--- config.mk ---
export PLATFORM = sky130hd
export DESIGN_NAME = dust_pulse_occupancy_averager
export DESIGN_NICKNAME = d
export VERILOG_FILES = /design/src/sv/dpoa_pkg.sv /design/src/sv/dust_pulse_occupancy_averager.sv
export SDC_FILE = /design/constraint.sdc
export NUM_CORES = 1
export LEC_CHECK = 0
export BUFFER_PORTS_ARGS = -buffer_cell sky130_fd_sc_hd__buf_4
export CORE_ASPECT_RATIO = 1.5
export CORE_UTILIZATION = 60
export CTS_CLUSTER_DIAMETER = 50
export DETAILED_ROUTE_END_ITERATION = 10
export HOLD_SLACK_MARGIN = 0.05
export PLACE_DENSITY = 0.86
export SLEW_MARGIN = 5
export SYNTH_ARGS = -nofsm -noshare
export SYNTH_HDL_FRONTEND = slang
export SYNTH_SLANG_ARGS = --single-unit
--- constraint.sdc ---
create_clock -name clk -period 4.1 [get_ports clk]
set_input_delay 0.41 -clock clk [delete_from_list [all_inputs] [get_ports clk]]
set_output_delay 0.41 -clock clk [all_outputs]
set_load 0.02 [all_outputs]
--- src/sv/dpoa_pkg.sv ---
// Shared types and constants for the dust pulse occupancy averager.
`default_nettype none
package dpoa_pkg;
	localparam int unsigned LEVEL_W      = 11;
	localparam int unsigned COUNT_W      = 16;
	localparam int unsigned SLOT_W       = 8;
	localparam int unsigned TIMER_W      = 16;
	localparam int unsigned COUNT_CAP    = 250;
	localparam int unsigned LEVEL_MAX    = 2047;
	localparam int unsigned WARMUP_RESET = 60000;
	localparam int unsigned STUCK_RESET  = 10000;

	// Register indexes on the configuration port
	localparam int unsigned REG_IDX_W = 1;
	localparam logic [REG_IDX_W-1:0] REG_WARMUP = 1'd0;
	localparam logic [REG_IDX_W-1:0] REG_STUCK  = 1'd1;

	typedef enum logic [5:0] {
		ST_IDLE = 6'b000001,
		ST_SUM  = 6'b000010,
		ST_DIV  = 6'b000100,
		ST_FIN  = 6'b001000,
		ST_TICK = 6'b010000,
		ST_OUT  = 6'b100000
	} dpoa_state_t;
endpackage
`default_nettype wire

--- src/sv/dust_pulse_occupancy_averager.sv ---
// Top level of the dust pulse occupancy averager: sequencer, shared adder and register file.
`default_nettype none
// One input transaction is one 1 ms tick carrying the supply state, the pulse pin level and a
// window-end strobe; each tick yields exactly one result transaction (PM2.5 level, raw level,
// fault flag). A plain tick goes from acceptance through the tick update to the result
// load, which waits until the output register is free. A tick that closes a window while
// warmed up and with the pin high also runs the window work through one shared add/subtract
// unit: it sums the slots (up to SLOT_COUNT), then, while the ring is still filling, runs a
// restoring division (one quotient bit a cycle, ACC_W = 11 quotient bits at SLOT_COUNT = 5)
// and then scales and saturates. in_ready is high only while the sequencer is idle; the
// output register lets the next tick be accepted while the previous result still waits.
// No clearing pass is needed after reset. Registers: warmup_ticks at byte address 0 and
// stuck_low_ticks at byte address 4, both 16 bits in the low half of the 32-bit data word;
// a new value takes effect at the next timer reload (the first powered-off tick, and for
// stuck_low_ticks also any powered, warmed-up tick with the pin high).
module dust_pulse_occupancy_averager
	import dpoa_pkg::*;
#(
	parameter int unsigned SLOT_COUNT = 5
) (
	input  wire logic                clk,
	input  wire logic                arst_n,
	// configuration port
	input  wire logic                psel,
	input  wire logic                penable,
	input  wire logic                pwrite,
	input  wire logic [2:0]          paddr,
	input  wire logic [31:0]         pwdata,
	output logic      [31:0]         prdata,
	output logic                     pready,
	// tick channel
	input  wire logic                in_valid,
	output logic                     in_ready,
	input  wire logic                power_on,
	input  wire logic                sensor_low,
	input  wire logic                window_end,
	// result channel
	output logic                     out_valid,
	input  wire logic                out_ready,
	output logic [LEVEL_W-1:0]       pm25_level,
	output logic [LEVEL_W-1:0]       raw_level,
	output logic                     sensor_fault
);
	// widths that follow from the slot count
	localparam int unsigned PTR_W  = $clog2(SLOT_COUNT + 1);
	localparam int unsigned SIDX_W = $clog2(SLOT_COUNT);
	localparam int unsigned ACC_W  = $clog2(SLOT_COUNT * COUNT_CAP + 1);
	localparam int unsigned UW     = ACC_W + 1;
	localparam int unsigned BIT_W  = $clog2(ACC_W);
	localparam int unsigned TW     = (ACC_W > LEVEL_W) ? ACC_W : LEVEL_W;
	localparam logic [PTR_W-1:0] SC_PTR  = PTR_W'(SLOT_COUNT);
	localparam logic [ACC_W-1:0] SC_ACC  = ACC_W'(SLOT_COUNT);
	localparam logic [BIT_W-1:0] BIT_TOP = BIT_W'(ACC_W - 1);

	// configuration registers
	logic [TIMER_W-1:0] warmup_ticks_q;
	logic [TIMER_W-1:0] stuck_low_ticks_q;

	// block state
	dpoa_state_t        state_q;
	logic [COUNT_W-1:0] pulse_count_q;
	logic [SLOT_W-1:0]  slots_q [SLOT_COUNT];
	logic [PTR_W-1:0]   slot_ptr_q;
	logic               ring_full_q;
	logic [LEVEL_W-1:0] level_q;
	logic [TIMER_W-1:0] warmup_left_q;
	logic [TIMER_W-1:0] stuck_left_q;
	logic               off_handled_q;

	// captured tick and window-work registers
	logic               power_q;
	logic               low_q;
	logic [PTR_W-1:0]   used_q;
	logic [SIDX_W-1:0]  idx_q;
	logic [ACC_W-1:0]   acc_q;
	logic [ACC_W-1:0]   quo_q;
	logic [PTR_W-1:0]   rem_q;
	logic [BIT_W-1:0]   bit_q;

	// output register
	logic               out_valid_q;
	logic [LEVEL_W-1:0] pm25_q;
	logic [LEVEL_W-1:0] raw_q;
	logic               fault_q;

	logic               cfg_wr;
	logic [REG_IDX_W-1:0] cfg_idx;
	logic               in_acc;
	logic               out_free;
	logic [PTR_W-1:0]   wr_ptr;
	logic [SLOT_W-1:0]  capped;
	logic [PTR_W-1:0]   last_idx;
	logic [PTR_W:0]     shifted;
	logic               unit_sub;
	logic [UW-1:0]      unit_a;
	logic [UW-1:0]      unit_b;
	logic [UW-1:0]      unit_res;
	logic               div_ge;
	logic [ACC_W-1:0]   scaled;
	logic [TW-1:0]      total;
	logic [LEVEL_W-1:0] level_sat;

	// ---------------------------------------------------------------------
	// Configuration port: zero wait states, write in the access phase
	// ---------------------------------------------------------------------
	assign pready  = 1'b1;
	assign cfg_idx = paddr[2:2];
	assign cfg_wr  = psel & penable & pwrite & pready;

	always_comb begin
		case (cfg_idx)
			REG_WARMUP: prdata = {16'd0, warmup_ticks_q};
			REG_STUCK:  prdata = {16'd0, stuck_low_ticks_q};
			default:    prdata = 32'd0;
		endcase
	end

	always_ff @(posedge clk or negedge arst_n) begin
		if (!arst_n) begin
			warmup_ticks_q    <= TIMER_W'(WARMUP_RESET);
			stuck_low_ticks_q <= TIMER_W'(STUCK_RESET);
		end else if (cfg_wr) begin
			case (cfg_idx)
				REG_WARMUP: warmup_ticks_q    <= pwdata[TIMER_W-1:0];
				REG_STUCK:  stuck_low_ticks_q <= pwdata[TIMER_W-1:0];
				default:    ;
			endcase
		end
	end

	// ---------------------------------------------------------------------
	// Handshakes
	// ---------------------------------------------------------------------
	assign in_ready  = (state_q == ST_IDLE);
	assign in_acc    = in_valid & in_ready;
	assign out_free  = ~out_valid_q | out_ready;

	// Slot to write at window close; the pointer is always wrapped, guard anyway
	assign wr_ptr   = (slot_ptr_q >= SC_PTR) ? '0 : slot_ptr_q;
	assign capped   = (pulse_count_q > COUNT_W'(COUNT_CAP)) ? SLOT_W'(COUNT_CAP)
	                                                         : pulse_count_q[SLOT_W-1:0];
	// Last slot summed: whole ring once full, else the filled slots
	assign last_idx = ring_full_q ? (SC_PTR - 1'b1) : (used_q - 1'b1);

	// ---------------------------------------------------------------------
	// Shared add/subtract unit: slot sum, then division trial subtract
	// ---------------------------------------------------------------------
	assign shifted = {rem_q, quo_q[ACC_W-1]};

	always_comb begin
		unit_sub = (state_q == ST_DIV);
		if (unit_sub) begin
			unit_a = UW'(shifted);
			unit_b = UW'(used_q);
		end else begin
			unit_a = UW'(acc_q);
			unit_b = UW'(slots_q[idx_q]);
		end
		unit_res = unit_a + (unit_b ^ {UW{unit_sub}}) + UW'(unit_sub);
	end

	assign div_ge = ~unit_res[UW-1];

	// Scale the partial mean back up, or take the full-ring sum, then saturate
	assign scaled    = quo_q * SC_ACC;
	assign total     = ring_full_q ? TW'(acc_q) : TW'(scaled);
	assign level_sat = (total > TW'(LEVEL_MAX)) ? LEVEL_W'(LEVEL_MAX) : total[LEVEL_W-1:0];

	// ---------------------------------------------------------------------
	// Sequencer and block state
	// ---------------------------------------------------------------------
	always_ff @(posedge clk or negedge arst_n) begin
		if (!arst_n) begin
			state_q       <= ST_IDLE;
			pulse_count_q <= '0;
			for (int i = 0; i < SLOT_COUNT; i++) begin
				slots_q[i] <= '0;
			end
			slot_ptr_q    <= '0;
			ring_full_q   <= 1'b0;
			level_q       <= '0;
			warmup_left_q <= TIMER_W'(WARMUP_RESET);
			stuck_left_q  <= TIMER_W'(STUCK_RESET);
			off_handled_q <= 1'b0;
			power_q       <= 1'b0;
			low_q         <= 1'b0;
			used_q        <= '0;
			idx_q         <= '0;
			acc_q         <= '0;
			quo_q         <= '0;
			rem_q         <= '0;
			bit_q         <= '0;
		end else begin
			case (state_q)
				ST_IDLE: begin
					if (in_acc) begin
						power_q <= power_on;
						low_q   <= sensor_low;
						state_q <= ST_TICK;
						// Window close runs before the tick is sampled
						if (window_end) begin
							if (sensor_low) begin
								slot_ptr_q  <= '0;
								ring_full_q <= 1'b0;
							end else if (warmup_left_q == '0) begin
								slots_q[wr_ptr[SIDX_W-1:0]] <= capped;
								pulse_count_q <= '0;
								used_q        <= wr_ptr + 1'b1;
								idx_q         <= '0;
								acc_q         <= '0;
								state_q       <= ST_SUM;
							end
						end
					end
				end
				ST_SUM: begin
					acc_q <= unit_res[ACC_W-1:0];
					idx_q <= idx_q + 1'b1;
					if (PTR_W'(idx_q) == last_idx) begin
						if (ring_full_q) begin
							state_q <= ST_FIN;
						end else begin
							// load the dividend, quotient bits shift in from the bottom
							quo_q   <= unit_res[ACC_W-1:0];
							rem_q   <= '0;
							bit_q   <= BIT_TOP;
							state_q <= ST_DIV;
						end
					end
				end
				ST_DIV: begin
					rem_q <= div_ge ? unit_res[PTR_W-1:0] : shifted[PTR_W-1:0];
					quo_q <= {quo_q[ACC_W-2:0], div_ge};
					bit_q <= bit_q - 1'b1;
					if (bit_q == '0) begin
						state_q <= ST_FIN;
					end
				end
				ST_FIN: begin
					level_q <= level_sat;
					if (!ring_full_q && used_q == SC_PTR) begin
						ring_full_q <= 1'b1;
					end
					slot_ptr_q <= (used_q == SC_PTR) ? '0 : used_q;
					state_q    <= ST_TICK;
				end
				ST_TICK: begin
					state_q <= ST_OUT;
					if (!power_q) begin
						// Reload the timers and clear the count, level and slots on the first powered-off tick only
						if (!off_handled_q) begin
							pulse_count_q <= '0;
							level_q       <= '0;
							warmup_left_q <= warmup_ticks_q;
							stuck_left_q  <= stuck_low_ticks_q;
							for (int i = 0; i < SLOT_COUNT; i++) begin
								slots_q[i] <= '0;
							end
							off_handled_q <= 1'b1;
						end
					end else begin
						off_handled_q <= 1'b0;
						if (warmup_left_q != '0) begin
							warmup_left_q <= warmup_left_q - 1'b1;
						end else if (low_q) begin
							if (pulse_count_q != '1) begin
								pulse_count_q <= pulse_count_q + 1'b1;
							end
							if (stuck_left_q != '0) begin
								stuck_left_q <= stuck_left_q - 1'b1;
							end
						end else begin
							stuck_left_q <= stuck_low_ticks_q;
						end
					end
				end
				ST_OUT: begin
					// Hold until the output register can take the result
					if (out_free) begin
						state_q <= ST_IDLE;
					end
				end
				default: begin
					state_q <= ST_IDLE;
				end
			endcase
		end
	end

	// ---------------------------------------------------------------------
	// Output register
	// ---------------------------------------------------------------------
	always_ff @(posedge clk or negedge arst_n) begin
		if (!arst_n) begin
			out_valid_q <= 1'b0;
		end else if (state_q == ST_OUT && out_free) begin
			out_valid_q <= 1'b1;
		end else if (out_ready) begin
			out_valid_q <= 1'b0;
		end
	end

	always_ff @(posedge clk) begin
		if (state_q == ST_OUT && out_free) begin
			raw_q   <= level_q;
			fault_q <= (stuck_left_q == '0);
			pm25_q  <= (stuck_left_q == '0) ? '0 : level_q;
		end
	end

	assign out_valid    = out_valid_q;
	assign pm25_level   = pm25_q;
	assign raw_level    = raw_q;
	assign sensor_fault = fault_q;
endmodule
`default_nettype wire

Yosys cells after proc, flatten, opt, wreduce, memory -nomap -nowiden
Cells that the tools add are included.
W data, S select, Z words.
Cells by class
  equal/unequal tests: 29
  multiplexer cells: 84
  $lt $le $gt $ge: 6
  add/subtract/negate cells: 9
  multipliers: 1
  reduce and logical (&&, ||, !) cells: 29
  bitwise operators: 11
Operators with widths (count)
  $mux W16: 17
  $mux W40: 6
  $mux W11: 11
  $pmux W40 S2: 1
  $pmux W11 S2: 3
  $pmux W32 S2: 1
  $bwmux W40: 1
  $mux W8: 5
  $mux W3: 13
  $pmux W6 S6: 1
  $logic_not A16 Y1: 2
  $pmux W16 S2: 1
  $reduce_bool A16 Y1: 2
  $sub A16 B1 Y16 const B: 2
  $bmux W8 S3: 1
  $demux W8 S3: 1
  $mux W6: 4
  $pmux W3 S2: 3
  $add A16 B1 Y16 const B: 1
  $gt A16 B8 Y1 const B: 1
  $ne A16 B16 Y1 const B: 1
  $ne A2 B2 Y1 const B: 8
  $mux W5: 3
  $reduce_and A5 Y1: 3
  other kinds (39): 77
Storage, ports and cells
  output and inout bits: 58
  flip-flop bits (word level): 203
  input bits: 45

Longest topological paths before layout
Gate-level depths: netlist of the first run.
  word-level depth: 13
  mapped depth: 14
  gate-level depth less buffers: 11

Least setup slack after synthesis of the first run
No wires, ideal clock.
  path type: flip-flop to flip-flop
  start: register state_q[1]
  end: register rem_q[2]
  cell stages (with the launch flop): 14
  buffers on the path: 3
  period minus slack after synthesis: 3650 ps
  data arrival time: 3524 ps
  setup time: 126 ps
  setup slack: 450 ps
  path through: dfrtp_1 or4_1 clkbuf_1 nor2_1 clkbuf_1 buf_1 a221o_1 ha_1 a21oi_1 inv_1 a221o_1 a31oi_2 nor3_1 a221o_1
Between the ends
  longest elaborated chain between the ends: 7
  elaborated cells between the ends (all ways): 13
  those cells by class: add/sub (2); eq/ne (4); mux (4); bitwise (1); reduce/logical (2)
Ends and longest elaborated chain
  start: declaration: line dust_pulse_occupancy_averager.sv:60  | dpoa_state_t state_q;
  start signal: assignment: line dust_pulse_occupancy_averager.sv:174  | state_q <= ST_IDLE;
  start signal: assignment: line dust_pulse_occupancy_averager.sv:199  | state_q <= ST_TICK;
  start signal: assignment: line dust_pulse_occupancy_averager.sv:211  | state_q <= ST_SUM;
  $eq A6 B3 Y1: line dust_pulse_occupancy_averager.sv:151, dust_pulse_occupancy_averager.sv:194
  $mux W8: line dust_pulse_occupancy_averager.sv:152  | if (unit_sub) begin
  $xor A12 B12 Y12: line dust_pulse_occupancy_averager.sv:159  | unit_res = unit_a + (unit_b ^ {UW{unit_sub}}) + UW'(unit_sub);
  $add A12 B12 Y12: line dust_pulse_occupancy_averager.sv:159
  $add A12 B1 Y12: line dust_pulse_occupancy_averager.sv:159
  $mux W3: line dust_pulse_occupancy_averager.sv:232  | rem_q <= div_ge ? unit_res[PTR_W-1:0] : shifted[PTR_W-1:0];
  $pmux W3 S2: line dust_pulse_occupancy_averager.sv:194  | case (state_q)
  end signal: assignment: line dust_pulse_occupancy_averager.sv:232
  end: declaration: line dust_pulse_occupancy_averager.sv:77  | logic [PTR_W-1:0] rem_q;
Several ways; a longest one is shown, not always the timed one.
A chain may end at the register's enable or synchronous reset.

Final worst setup path of the first run
  start: register idx_q[0]
  end: register quo_q[10]
Between the ends
  longest elaborated chain between the ends: 11
  elaborated cells between the ends (all ways): 14
  those cells by class: add/sub (2); eq/ne (2); mux (7); bitwise (2); reduce/logical (1)
Ends and longest elaborated chain
  start: declaration: line dust_pulse_occupancy_averager.sv:74  | logic [SIDX_W-1:0] idx_q;
  start signal: assignment: line dust_pulse_occupancy_averager.sv:218  | idx_q <= idx_q + 1'b1;
  $not A3 Y4 (implied by the code): line dust_pulse_occupancy_averager.sv:157  | unit_b = UW'(slots_q[idx_q]);
  $bmux W8 S3: line dust_pulse_occupancy_averager.sv:157
  $mux W8 (implied by the code) (2 in series): line dust_pulse_occupancy_averager.sv:157
  $mux W8: line dust_pulse_occupancy_averager.sv:152
  $xor A12 B12 Y12: line dust_pulse_occupancy_averager.sv:159
  $add A12 B12 Y12: line dust_pulse_occupancy_averager.sv:159
  $add A12 B1 Y12: line dust_pulse_occupancy_averager.sv:159
  $mux W11: line dust_pulse_occupancy_averager.sv:220  | if (ring_full_q) begin
  $mux W11: line dust_pulse_occupancy_averager.sv:219  | if (PTR_W'(idx_q) == last_idx) begin
  $pmux W11 S2: line dust_pulse_occupancy_averager.sv:194
  end signal: assignment: line dust_pulse_occupancy_averager.sv:224  | quo_q <= unit_res[ACC_W-1:0];
  end signal: assignment: line dust_pulse_occupancy_averager.sv:233  | quo_q <= {quo_q[ACC_W-2:0], div_ge};
  end: declaration: line dust_pulse_occupancy_averager.sv:76  | logic [ACC_W-1:0] quo_q;
Several ways; a longest one is shown, not always the timed one. The select of a mux whose other input is x is not followed.

==> PnR_summary.wiki, run 1 <==
{| class="wikitable"
! Metric !! Value
|-
| Synth warn || 0
|-
| PnR Total Power || 6.23 mW
|-
| Internal power || 4.06 mW
|-
| Minimum clock period after layout || 3640 ps
|-
| Nature of the critical path startpoint || register
|-
| Main synth FF type || dfrtp_1
|-
| Via count normalized by instance count || 6.53
|-
| Power share of the combinational group || 0.279
|-
| Clk root buf || clkbuf_16
|-
| DP Cell Count || 1353
|-
| Post-route antenna net violation count || 0
|-
| Leakage power total || 5.40 nW
|-
| Maximum capacitance violations || 0
|-
| Net Sw Frac || 0.347
|-
| Net switching power || 2.16 mW
|-
| Pin slew with the least headroom to its limit || 995 ps
|-
| Worst-case vdd ir drop || 402 uV
|-
| Port Buf Inserts || 67
|-
| Total number of clock tree sinks || 203
|-
| Crit path max-delay family || compound AO/OA/AOI/OAI gates
|-
| Crit-path max cell delay || 690 ps
|-
| Max Clk Rate || 0.274 GHz
|-
| Post-synthesis sequential area ratio || 0.472
|-
| Vertical die dimension || 168 um
|-
| Total power per unit cell area || 503 mW/mm^2
|-
| Register clock-pin slew on the reported worst setup and hold paths || 60 ps
|-
| Final Max Slew Viols || 0
|-
| Post-CTS setup buffer count || 0
|-
| Number of antenna violations at the first check in global routing || 0
|-
| Routed vias || 9065
|-
| Latest clock arrival within the worst-skew pair || 500 ps
|-
| Total of cells resized after clock tree synthesis || 0
|-
| Final critical-path share of the clock period || 0.889
|-
| Aggregate global routing overflow || 0
|-
| Largest cells by area after synthesis || dfrtp_1 (35%), edfxtp_1 (6.2%), dfstp_2 (5.9%), mux2_2 (4.9%), o21ai_0 (4.8%)
|-
| Unrepaired setup endpoints after global routing || no
|-
| Inserted Diodes || 0
|-
| Utilization of the core after routing || 0.687
|-
| Critical-path cell with the highest stage delay || dfrtp_1
|-
| Initial core utilization || 0.615
|-
| Synth async-reset ratio || 0.887
|-
| Pin count of the biggest net entering global routing || 106
|-
| Hold-fix buffers, CTS || 0
|-
| Inserted Clock Buffers || 20
|-
| Number of global-route vias before repair || 9253
|-
| Most used cell along the critical path || a21oi_1
|-
| Clock tree from TritonCTS || done
|-
| Average instance area after synthesis || 10.1 sq um
|-
| Aggregate global-route resource usage || 0.296
|-
| Relative slew slack || 0.337
|-
| Clk pwr share || 0.284
|-
| Clock H-tree levels || 1
|-
| Status || finished, final reports clean
|-
| Syn Std Cell Area || 0.0111 sq mm
|-
| I/O pin count || 103
|-
| Final hold slack || 67.6 ps
|-
| Final HPWL DP || 19.5 mm
|-
| Remaining DRCs || 0
|-
| Setup TNS || 0 ps
|-
| Setup crit end kind || register
|-
| Layout cell share with drive strength beyond 1 || 0.203
|-
| Share of the synthesized area in the top cell type || 0.350
|-
| Total number of placement rows || 60
|-
| Synth Register Bits || 203
|-
| Biggest fanout along the worst timing path || 9
|-
| Final std cells w/o fill || 1389
|-
| DR iter-0 viols || 536
|-
| HP Class || input pin to asynchronous set/reset pin
|-
| Number of library cell types mapped by synthesis || 86
|-
| Per-cell routed wire length || 19.8 um
|-
| Layout net count || 1237
|-
| Post-synthesis cell count || 1097
|-
| Library cell with the largest summed area after synthesis || dfrtp_1
|-
| Post-detailed-routing wire length || 27.4 mm
|-
| Overall die area || 0.0190 sq mm
|-
| First-pass GRT wire length || 45.0 mm
|-
| DIE WIDTH || 113 um
|-
| Gp weighted congestion || 0.943
|-
| Count of final hold-check violations || 0
|-
| Buffer depth of the longest clock path || 3
|-
| Data required, critical path || 4530 ps
|-
| Worst Setup Path Type || register to register
|-
| Sum of buffers and inverters on the critical path || 1
|-
| Flop pwr share || 0.437
|-
| Final-report setup violation count || 0
|-
| Data arrival, critical path || 4080 ps
|-
| Router iterations before antenna repair || 7
|-
| Critical-path cell list || mux4_2 > a22oi_1 > o2bb2ai_1 > fa_1 > a21oi_1 > o21ai_0 > a21oi_1 > a21oi_1 > buf_4 > a311o_1 > nand3_1
|-
| Number of enable flip-flop cells after synthesis || 23
|-
| Core area || 0.0180 sq mm
|-
| Layout overhead on the synthesized area || 11.8%
|-
| Skew final || 19.2 ps
|}
-- kinds of logic (layout without fill, tap and decap cells) --
family                     Yosys count  after routing  share of synthesized area
AOI/OAI and AO/OA                  300            300                      0.177
xor gates and xnor gates            20             20                     0.0158
adders and majority gates           34             34                     0.0398
buffers and inverters              105            165                     0.0439
DFF                                203            203                      0.472
muxes                               73             73                     0.0804
other                                2             17                   0.000678
and+or+nand+nor                    360            360                      0.171
-- worst paths after layout --
kind / startpoint / to / slack, ps / cells after the start
worst max-delay path: idx_q[0]$_DFFE_PN0P_ / quo_q[10]$_DFFE_PN0P_ / 460 / 11
worst min-delay path: arst_n / pulse_count_q[12]$_DFFE_PN0P_ / 70 / 1
worst max register to register: idx_q[0]$_DFFE_PN0P_ / quo_q[10]$_DFFE_PN0P_ / 460 / 11
worst min register to register: level_q[10]$_DFFE_PN0P_ / raw_level[10]$_DFFE_PP_ / 470 / 0
max in group asynchronous: arst_n / stuck_low_ticks_q[8]$_DFFE_PN1P_ / 3090 / 2
min in group clk: in_valid / state_q[0]$_DFFE_PN1P_ / 100 / 2
-- sequential cells by signal (all words and copies together), names as in the netlist, 4 cells and up --
register           flops
warmup_left_q         16
raw_level             11
warmup_ticks_q        16
pulse_count_q         16
level_q               11
slots_q               40
pm25_level            11
quo_q                 11
bit_q                  4
stuck_low_ticks_q     16
state_q                6
acc_q                 11
stuck_left_q          16
-- stage by stage --
stage / cell area, sq um / setup slack, ps
CTS: 12400 / 517
global route: 12400 / 313
detailed placement: 11800 / 546
global placement: 11800 / 582
floorplan: 11100 / 450
finish: 12400 / 456
-- power by group through the flow --
stage	Sequential (mW)	Combinational, mW	Clock, mW
2_1_floorplan	2.66	1.24	0
3_5_place_dp	2.74	1.71	0
5_1_grt	2.76	1.91	1.87
4_1_cts	2.71	1.73	1.79
6_report	2.72	1.73	1.77
3_3_place_gp	2.72	1.65	0
-- routing by layer --
metal / track usage / wire length, um / vias up
li1: - / - / 4137
met1: 0.315 / 9650 / 4415
met2: 0.554 / 14700 / 395
met3: 0.0461 / 1630 / 118
met4: 0.161 / 1430 / 0
met5: 0 / 0 / -
-- cell type report --
class | instances | area (sq um)
Fill cell | 1344 | 5640
Multi-Input combinational cell | 804 | 5430
Sequential cell | 203 | 5230
Timing Repair Buffer | 91 | 687
Clock buffer | 27 | 568
Tap cell | 217 | 272
Inverter | 38 | 143
Clock inverter | 9 | 57.6
-- cells in the final DEF (no fill, tap or decap), drive strengths merged, types with 15 or more instances in the layout --
cell       n
dfrtp    155
o21ai    115
nand2     97
buf       91
nor2      68
a21oi     54
mux2      48
inv       37
nand3     33
ha        32
nor3      28
clkbuf    27
and2      25
dfstp     25
edfxtp    23
or3       22
o2bb2ai   18
mux2i     17
conb      17
nor4      16
xnor2     15
-- synth_stat cells, types with 22 or more instances --
master / count
dfrtp_1: 155
o21ai_0: 106
nand2_1: 96
nor2_1: 66
a21oi_1: 52
mux2_2: 48
inv_1: 37
clkbuf_1: 36
ha_1: 32
nand3_1: 32
nor3_1: 28
and2_1: 25
dfstp_2: 25
edfxtp_1: 23
or3_1: 22
(Power assumes the default switching activity.)
==> inputs of run 2 (changes only) <==
REMOVE_ABC_BUFFERS = 1   (was unset)
==> PnR_summary.wiki, run 2 (same netlist as run 1, synthesis figures left out) <==
{| class="wikitable"
! Metric !! Value
|-
| Register clock-pin slew on the reported worst setup and hold paths || 60 ps (about the same)
|-
| Number of flip-flops under the largest register name || 40 (unchanged)
|-
| Final std cells w/o fill || 1391 (+0.14%)
|-
| Final hold slack || -45.6 ps (-113 ps)
|-
| Critical-path cell with the highest stage delay || dfrtp_1
|-
| Initial core utilization || 0.615 (unchanged)
|-
| Sum of buffers and inverters on the critical path || 1 (unchanged)
|-
| Leakage power total || 5.43 nW (+0.62%)
|-
| Minimum clock period after layout || 3820 ps (+172 ps)
|-
| Layout overhead on the synthesized area || 12.3%
|-
| Maximum capacitance violations || 0 (unchanged)
|-
| Final-report setup violation count || 0 (unchanged)
|-
| Aggregate global-route resource usage || 0.303 (+0.00703)
|-
| Pin slew with the least headroom to its limit || 1140 ps (+143 ps)
|-
| Skew final || 9.43 ps (-9.72 ps)
|-
| Placed cell areas || 0.0118 sq mm (unchanged)
|-
| Routed length on met2 || 14.8 mm (+0.60%)
|-
| Utilization of the core after routing || 0.691 (+0.00361)
|-
| Post-Place Setup Slack || 401 ps (-145 ps)
|-
| Overall die area || 0.0190 sq mm (unchanged)
|-
| Crit path max-delay family || compound AO/OA/AOI/OAI gates
|-
| Biggest fanout along the worst timing path || 9 (unchanged)
|-
| Aggregate global routing overflow || 0 (unchanged)
|-
| Buffer depth of the longest clock path || 3 (unchanged)
|-
| Gp weighted congestion || 0.958 (+1.5%)
|-
| Nature of the critical path startpoint || register
|-
| Routed vias || 9095 (+0.33%)
|-
| Final Max Slew Viols || 0 (unchanged)
|-
| Most frequent standard cell in the layout excluding fill and tap cells || dfrtp_1
|-
| Layout cell share with drive strength beyond 1 || 0.204 (+0.00136)
|-
| Critical Path Start || idx_q[0]$_DFFE_PN0P_
|-
| Hold-fix buffers, CTS || 0 (unchanged)
|-
| Vertical die dimension || 168 um (unchanged)
|-
| Router iterations before antenna repair || 6 (-1)
|-
| Final critical-path share of the clock period || 0.931 (+0.0420)
|-
| Per-cell routed wire length || 20.1 um (+1.7%)
|-
| Post-CTS setup buffer count || 0 (unchanged)
|-
| Clock tree from TritonCTS || done
|-
| Commonest cells after routing, fill and taps aside || dfrtp_1 (155), o21ai_0 (106), nand2_1 (96)
|-
| Violations in the final reports || negative hold slack
|-
| Relative slew slack || 0.241 (-0.0956)
|-
| Detail Route met3 WL || 1.34 mm (-18%)
|-
| Total power per unit cell area || 513 mW/mm^2 (+2.1%)
|-
| Remaining DRCs || 0 (unchanged)
|-
| Port Buf Inserts || 67 (unchanged)
|-
| DR iter-0 viols || 839 (+57%)
|-
| I/O pin count || 103 (unchanged)
|-
| Final HPWL DP || 19.8 mm (+1.4%)
|-
| Layout net count || 1238 (+0.081%)
|-
| Number of global-route vias before repair || 9219 (-0.37%)
|-
| HP Class || input pin to asynchronous set/reset pin
|-
| Finished Cell Area || 0.0124 sq mm (+0.53%)
|-
| Data required, critical path || 4480 ps (-50 ps)
|-
| Total of cells resized after clock tree synthesis || 0 (unchanged)
|-
| Clock H-tree levels || 1 (unchanged)
|-
| Number of antenna violations at the first check in global routing || 0 (unchanged)
|-
| Pin count of the biggest net entering global routing || 101 (-4.7%)
|-
| Total number of placement rows || 60 (unchanged)
|-
| Critical-path cell list || buf_4 > mux4_2 > a221oi_1 > a21oi_1 > ha_1 > a21oi_1 > o21ai_0 > a221o_1 > a31oi_2 > nor3_1 > a221o_1
|-
| DP Cell Count || 1353 (unchanged)
|-
| Via count normalized by instance count || 6.54 (+0.19%)
|-
| Post-route antenna net violation count || 0 (unchanged)
|-
| Post-detailed-routing wire length || 27.9 mm (+1.8%)
|-
| PnR Total Power || 6.39 mW (+2.6%)
|-
| Largest register by flop count || slots_q
|-
| Data arrival, critical path || 4190 ps (+110 ps)
|-
| Max Clk Rate || 0.262 GHz (-4.5%)
|-
| DIE WIDTH || 113 um (unchanged)
|-
| Total number of clock tree sinks || 203 (unchanged)
|-
| Core area || 0.0180 sq mm (unchanged)
|-
| Worst Setup Path Type || register to register
|-
| Minimum setup slack in the final design || 284 ps (-172 ps)
|-
| Highest metal layer with signal wires || met4
|-
| Inserted Clock Buffers || 21 (+5.0%)
|-
| Inserted Diodes || 0 (unchanged)
|-
| Setup TNS || 0 ps (unchanged)
|-
| Status || finished, violations left
|-
| Count of final hold-check violations || 13 (+13)
|-
| Setup crit end kind || register
|-
| Worst-case vdd ir drop || 494 uV (+23%)
|-
| Unrepaired setup endpoints after global routing || no
|-
| First-pass GRT wire length || 45.8 mm (+1.7%)
|-
| Reg2Reg Launch Point || idx_q[0]$_DFFE_PN0P_
|-
| Wire length the detailed router placed on met1 || 9.97 mm (+3.3%)
|-
| Crit-path max cell delay || 720 ps (+30 ps)
|-
| Latest clock arrival within the worst-skew pair || 500 ps (about the same)
|-
| Clk root buf || clkbuf_16
|}
==> run 2: changes by cell type in the layout (fill, tap and decap cells not counted) <==
| cell | previous run | this run |
|---|---|---|
| bufinv_16 | 0 | 2 |
| clkinv_2 | 5 | 3 |
| clkbuf_1 | 4 | 3 |
| clkbuf_4 | 0 | 1 |
| clkinv_1 | 1 | 2 |
| clkinvlp_4 | 2 | 1 |
| inv_4 | 0 | 1 |
| inv_6 | 0 | 1 |
==> run 2: layer usage <==
| metal | GRT usage | vias to the layer above |
|---|---|---|
| li1 | - | 4133 |
| met1 | 0.324 | 4448 |
| met2 | 0.563 | 389 |
| met3 | 0.0346 | 125 |
| met4 | 0.191 | 0 |
| met5 | 0 | - |
==> run 2: worst register-to-register path, stage by stage (launching register included) <==
cell and delay, ps:
dfrtp_1 720, buf_4 240, mux4_2 490, a221oi_1 250, a21oi_1 70, ha_1 370, a21oi_1 190, o21ai_0 160
a221o_1 340, a31oi_2 450, nor3_1 120, a221o_1 290
==> run 2: path summary, 6_finish.rpt <==
| kind | cells after the start | endpoint | slack [ps] |
|---|---|---|---|
| setup reg to reg | 11 | rem_q[2]$_DFFE_PN0P_ | 280 |
| hold / removal | 1 | slots_q[17]$_DFFE_PN0P_ | -50 |
| max in group asynchronous | 2 | stuck_low_ticks_q[4]$_DFFE_PN1P_ | 3010 |
| min in group clk | 2 | out_valid$_DFFE_PN0P_ | 110 |
| setup / recovery | 11 | rem_q[2]$_DFFE_PN0P_ | 280 |
| hold reg to reg | 0 | raw_level[7]$_DFFE_PP_ | 460 |
==> run 2: where the power goes <==
group	switching, mW	internal [mW]	total, mW
sequential	0.359	2.40	2.76
combinational	1.03	0.682	1.71
clock	0.794	1.12	1.91
total	2.18	4.21	6.39
==> run 2: cell type report <==
type,count,area [sq um]
clock buffers,27,572
clock inverters,11,119
fillers,1337,5570
inverters,38,143
multi-input cells,804,5430
flip-flops and latches,203,5230
well taps,217,272
repair buffers,91,687
==> inputs of run 3 (changes only) <==
CELL_PAD_IN_SITES_DETAIL_PLACEMENT = 1   (was unset)
CELL_PAD_IN_SITES_GLOBAL_PLACEMENT = 1   (was unset)
CORE_UTILIZATION = 47   (was 60)
==> PnR_summary.wiki, run 3 (same netlist as run 1, synthesis figures left out) <==
{| class="wikitable"
! Metric !! Value
|-
| Status || finished, final reports clean
|-
| Utilization of the core after routing || 0.548 (-0.143)
|-
| I/O pin count || 103 (unchanged)
|-
| Wire length the detailed router placed on met1 || 11.7 mm (+17%)
|-
| DIE WIDTH || 127 um (+13%)
|-
| Leakage power total || 5.46 nW (+0.48%)
|-
| Setup crit end kind || register
|-
| Number of stages on the worst hold path || 2
|-
| Register clock-pin slew on the reported worst setup and hold paths || 60 ps (about the same)
|-
| Total power per unit cell area || 529 mW/mm^2 (+3.1%)
|-
| Number of global-route vias before repair || 10.1k (+9.4%)
|-
| Minimum setup slack in the final design || 427 ps (+143 ps)
|-
| Worst-case vdd ir drop || 402 uV (-19%)
|-
| Clock H-tree levels || 1 (unchanged)
|-
| Nature of the critical path startpoint || register
|-
| Inserted Clock Buffers || 23 (+9.5%)
|-
| Post-route antenna net violation count || 0 (unchanged)
|-
| Minimum clock period after layout || 3670 ps (-143 ps)
|-
| Detail Route met3 WL || 1.04 mm (-22%)
|-
| Routed vias || 9208 (+1.2%)
|-
| Total number of clock tree sinks || 203 (unchanged)
|-
| Final-layout fill cell count || 2520 (+88%)
|-
| Data required, critical path || 4500 ps (+20 ps)
|-
| Buffer depth of the longest clock path || 3 (unchanged)
|-
| Aggregate global-route resource usage || 0.281 (-0.0216)
|-
| PnR Total Power || 6.69 mW (+4.7%)
|-
| Highest metal layer with signal wires || met4
|-
| Pin count of the biggest net entering global routing || 97 (-4.0%)
|-
| Routed length on met2 || 18.2 mm (+23%)
|-
| Overall die area || 0.0242 sq mm (+27%)
|-
| Biggest fanout along the worst timing path || 22 (+13)
|-
| Final Max Slew Viols || 0 (unchanged)
|-
| Final HPWL DP || 22.5 mm (+14%)
|-
| Remaining DRCs || 0 (unchanged)
|-
| Pin slew with the least headroom to its limit || 1260 ps (+123 ps)
|-
| Unrepaired setup endpoints after global routing || no
|-
| Total number of placement rows || 68 (+13%)
|-
| Post-CTS setup buffer count || 0 (unchanged)
|-
| Critical-path cell with the highest stage delay || or4_1
|-
| Most frequent standard cell in the layout excluding fill and tap cells || dfrtp_1
|-
| Setup TNS || 0 ps (unchanged)
|-
| Via count normalized by instance count || 6.18 (-5.5%)
|-
| Final critical-path share of the clock period || 0.896 (-0.0349)
|-
| Commonest cells after routing, fill and taps aside || dfrtp_1 (154), o21ai_0 (106), nand2_1 (96)
|-
| Gp weighted congestion || 0.870 (-9.2%)
|-
| First-pass GRT wire length || 53.3 mm (+17%)
|-
| Post-detailed-routing wire length || 33.2 mm (+19%)
|-
| Critical-path cell list || or4_1 > nor2_2 > buf_4 > a221oi_1 > a21oi_1 > ha_1 > a21oi_1 > o21ai_0 > a221o_1 > a31oi_2 > nor3_1 > a221o_1
|-
| Worst Setup Path Type || register to register
|-
| Clock tree from TritonCTS || done
|-
| Post-Place Setup Slack || 304 ps (-97.6 ps)
|-
| Reg2Reg Launch Point || state_q[1]$_DFFE_PN0P_
|-
| Number of flip-flops under the largest register name || 40 (unchanged)
|-
| Vertical die dimension || 190 um (+13%)
|-
| Layout cell share with drive strength beyond 1 || 0.203 (-0.00103)
|-
| Crit-path max cell delay || 670 ps (-50 ps)
|-
| Initial core utilization || 0.480 (-0.134)
|-
| Per-cell routed wire length || 22.3 um (+11%)
|-
| Min-delay src || out_ready
|-
| Max Clk Rate || 0.272 GHz (+3.9%)
|-
| Clk root buf || clkbuf_16
|-
| Count of final hold-check violations || 0 (-13)
|-
| Final-report setup violation count || 0 (unchanged)
|-
| Core area || 0.0231 sq mm (+28%)
|-
| Inserted Diodes || 0 (unchanged)
|-
| Router iterations before antenna repair || 5 (-1)
|-
| Final hold slack || 68.6 ps (+114 ps)
|-
| Layout overhead on the synthesized area || 14.0%
|-
| Largest register by flop count || slots_q
|-
| Hold path endpoint || out_valid$_DFFE_PN0P_
|-
| Layout net count || 1237 (-0.081%)
|-
| Maximum capacitance violations || 0 (unchanged)
|-
| Number of antenna violations at the first check in global routing || 0 (unchanged)
|-
| Port Buf Inserts || 67 (unchanged)
|-
| Latest clock arrival within the worst-skew pair || 530 ps (+30 ps)
|-
| HP Class || input pin to register
|-
| Data arrival, critical path || 4070 ps (-120 ps)
|-
| Setup slack of the worst register-to-register path || 430 ps (+140 ps)
|-
| DR iter-0 viols || 576 (-31%)
|-
| Relative slew slack || 0.159 (-0.0823)
|-
| Aggregate global routing overflow || 0 (unchanged)
|-
| Register-to-Register Path Depth || 12 (+1)
|-
| Critical R2R Capture || rem_q[2]$_DFFE_PN0P_
|-
| Skew final || 26.3 ps (+16.8 ps)
|}
==> run 3: final cells by class <==
| type | instances | area, sq um | share of cell area |
|---|---|---|---|
| Multi-Input combinational cell | 804 | 5430 | 0.430 |
| Timing Repair Buffer | 88 | 679 | 0.0538 |
| Clock buffer | 30 | 612 | 0.0484 |
| Sequential cell | 203 | 5230 | 0.414 |
| Clock inverter | 12 | 146 | 0.0116 |
| Tap cell | 315 | 394 | 0.0312 |
| Inverter | 38 | 143 | 0.0113 |
==> run 3: worst max path at each step <==
stage / from / endpoint / slack (ps) / depth (start not counted)
5_1_grt: idx_q[1]$_DFFE_PN0P_ / acc_q[10]$_DFFE_PN0P_ / 130 / 10
4_1_cts: idx_q[0]$_DFFE_PN0P_ / quo_q[10]$_DFFE_PN0P_ / 250 / 10
6_report: state_q[1]$_DFFE_PN0P_ / rem_q[2]$_DFFE_PN0P_ / 430 / 12
3_3_place_gp: idx_q[0]$_DFFE_PN0P_ / quo_q[10]$_DFFE_PN0P_ / 410 / 10
3_5_place_dp: idx_q[0]$_DFFE_PN0P_ / quo_q[10]$_DFFE_PN0P_ / 300 / 10
2_1_floorplan: state_q[1]$_DFFE_PN0P_ / rem_q[2]$_DFFE_PN0P_ / 170 / 11
==> run 3: layer usage <==
| metal | up-vias | GRT usage |
|---|---|---|
| met5 | - | 0 |
| met4 | 0 | 0.187 |
| met3 | 116 | 0.0281 |
| met2 | 256 | 0.537 |
| met1 | 4709 | 0.286 |
| li1 | 4127 | - |
==> run 3: timing repair <==
action | in CTS | in global routing
hold buffers | 1 | 0
resized for setup | 0 | 1
endpoints found under the setup margin | 0 | 1
hold endpoints to repair | 62 | 0
==> run 3: power by group <==
group	total (mW)	leakage [nW]	internal, mW	switching, mW
Combinational	1.79	2.58	0.677	1.11
Clock	2.11	0.376	1.25	0.867
Sequential	2.79	2.50	2.40	0.380
==> run 3: critical path: cells and delay by family, from the launching register on <==
kind                     cells  cell delay (ps)
AND/OR/NAND/NOR              3              930
AO/OA/AOI/OAI                7             1620
adder cells (fa/ha/maj)      1              310
flip-flops                   1              420
buffers and inverters        1              260
==> run 3: per-stage QoR <==
stage / std cells / instance area [sq um]
finish: 1490 / 12600
global route: 1490 / 12600
CTS: 1490 / 12600
detailed placement: 1447 / 11900
global placement: 1447 / 11900
floorplan: 1045 / 10800
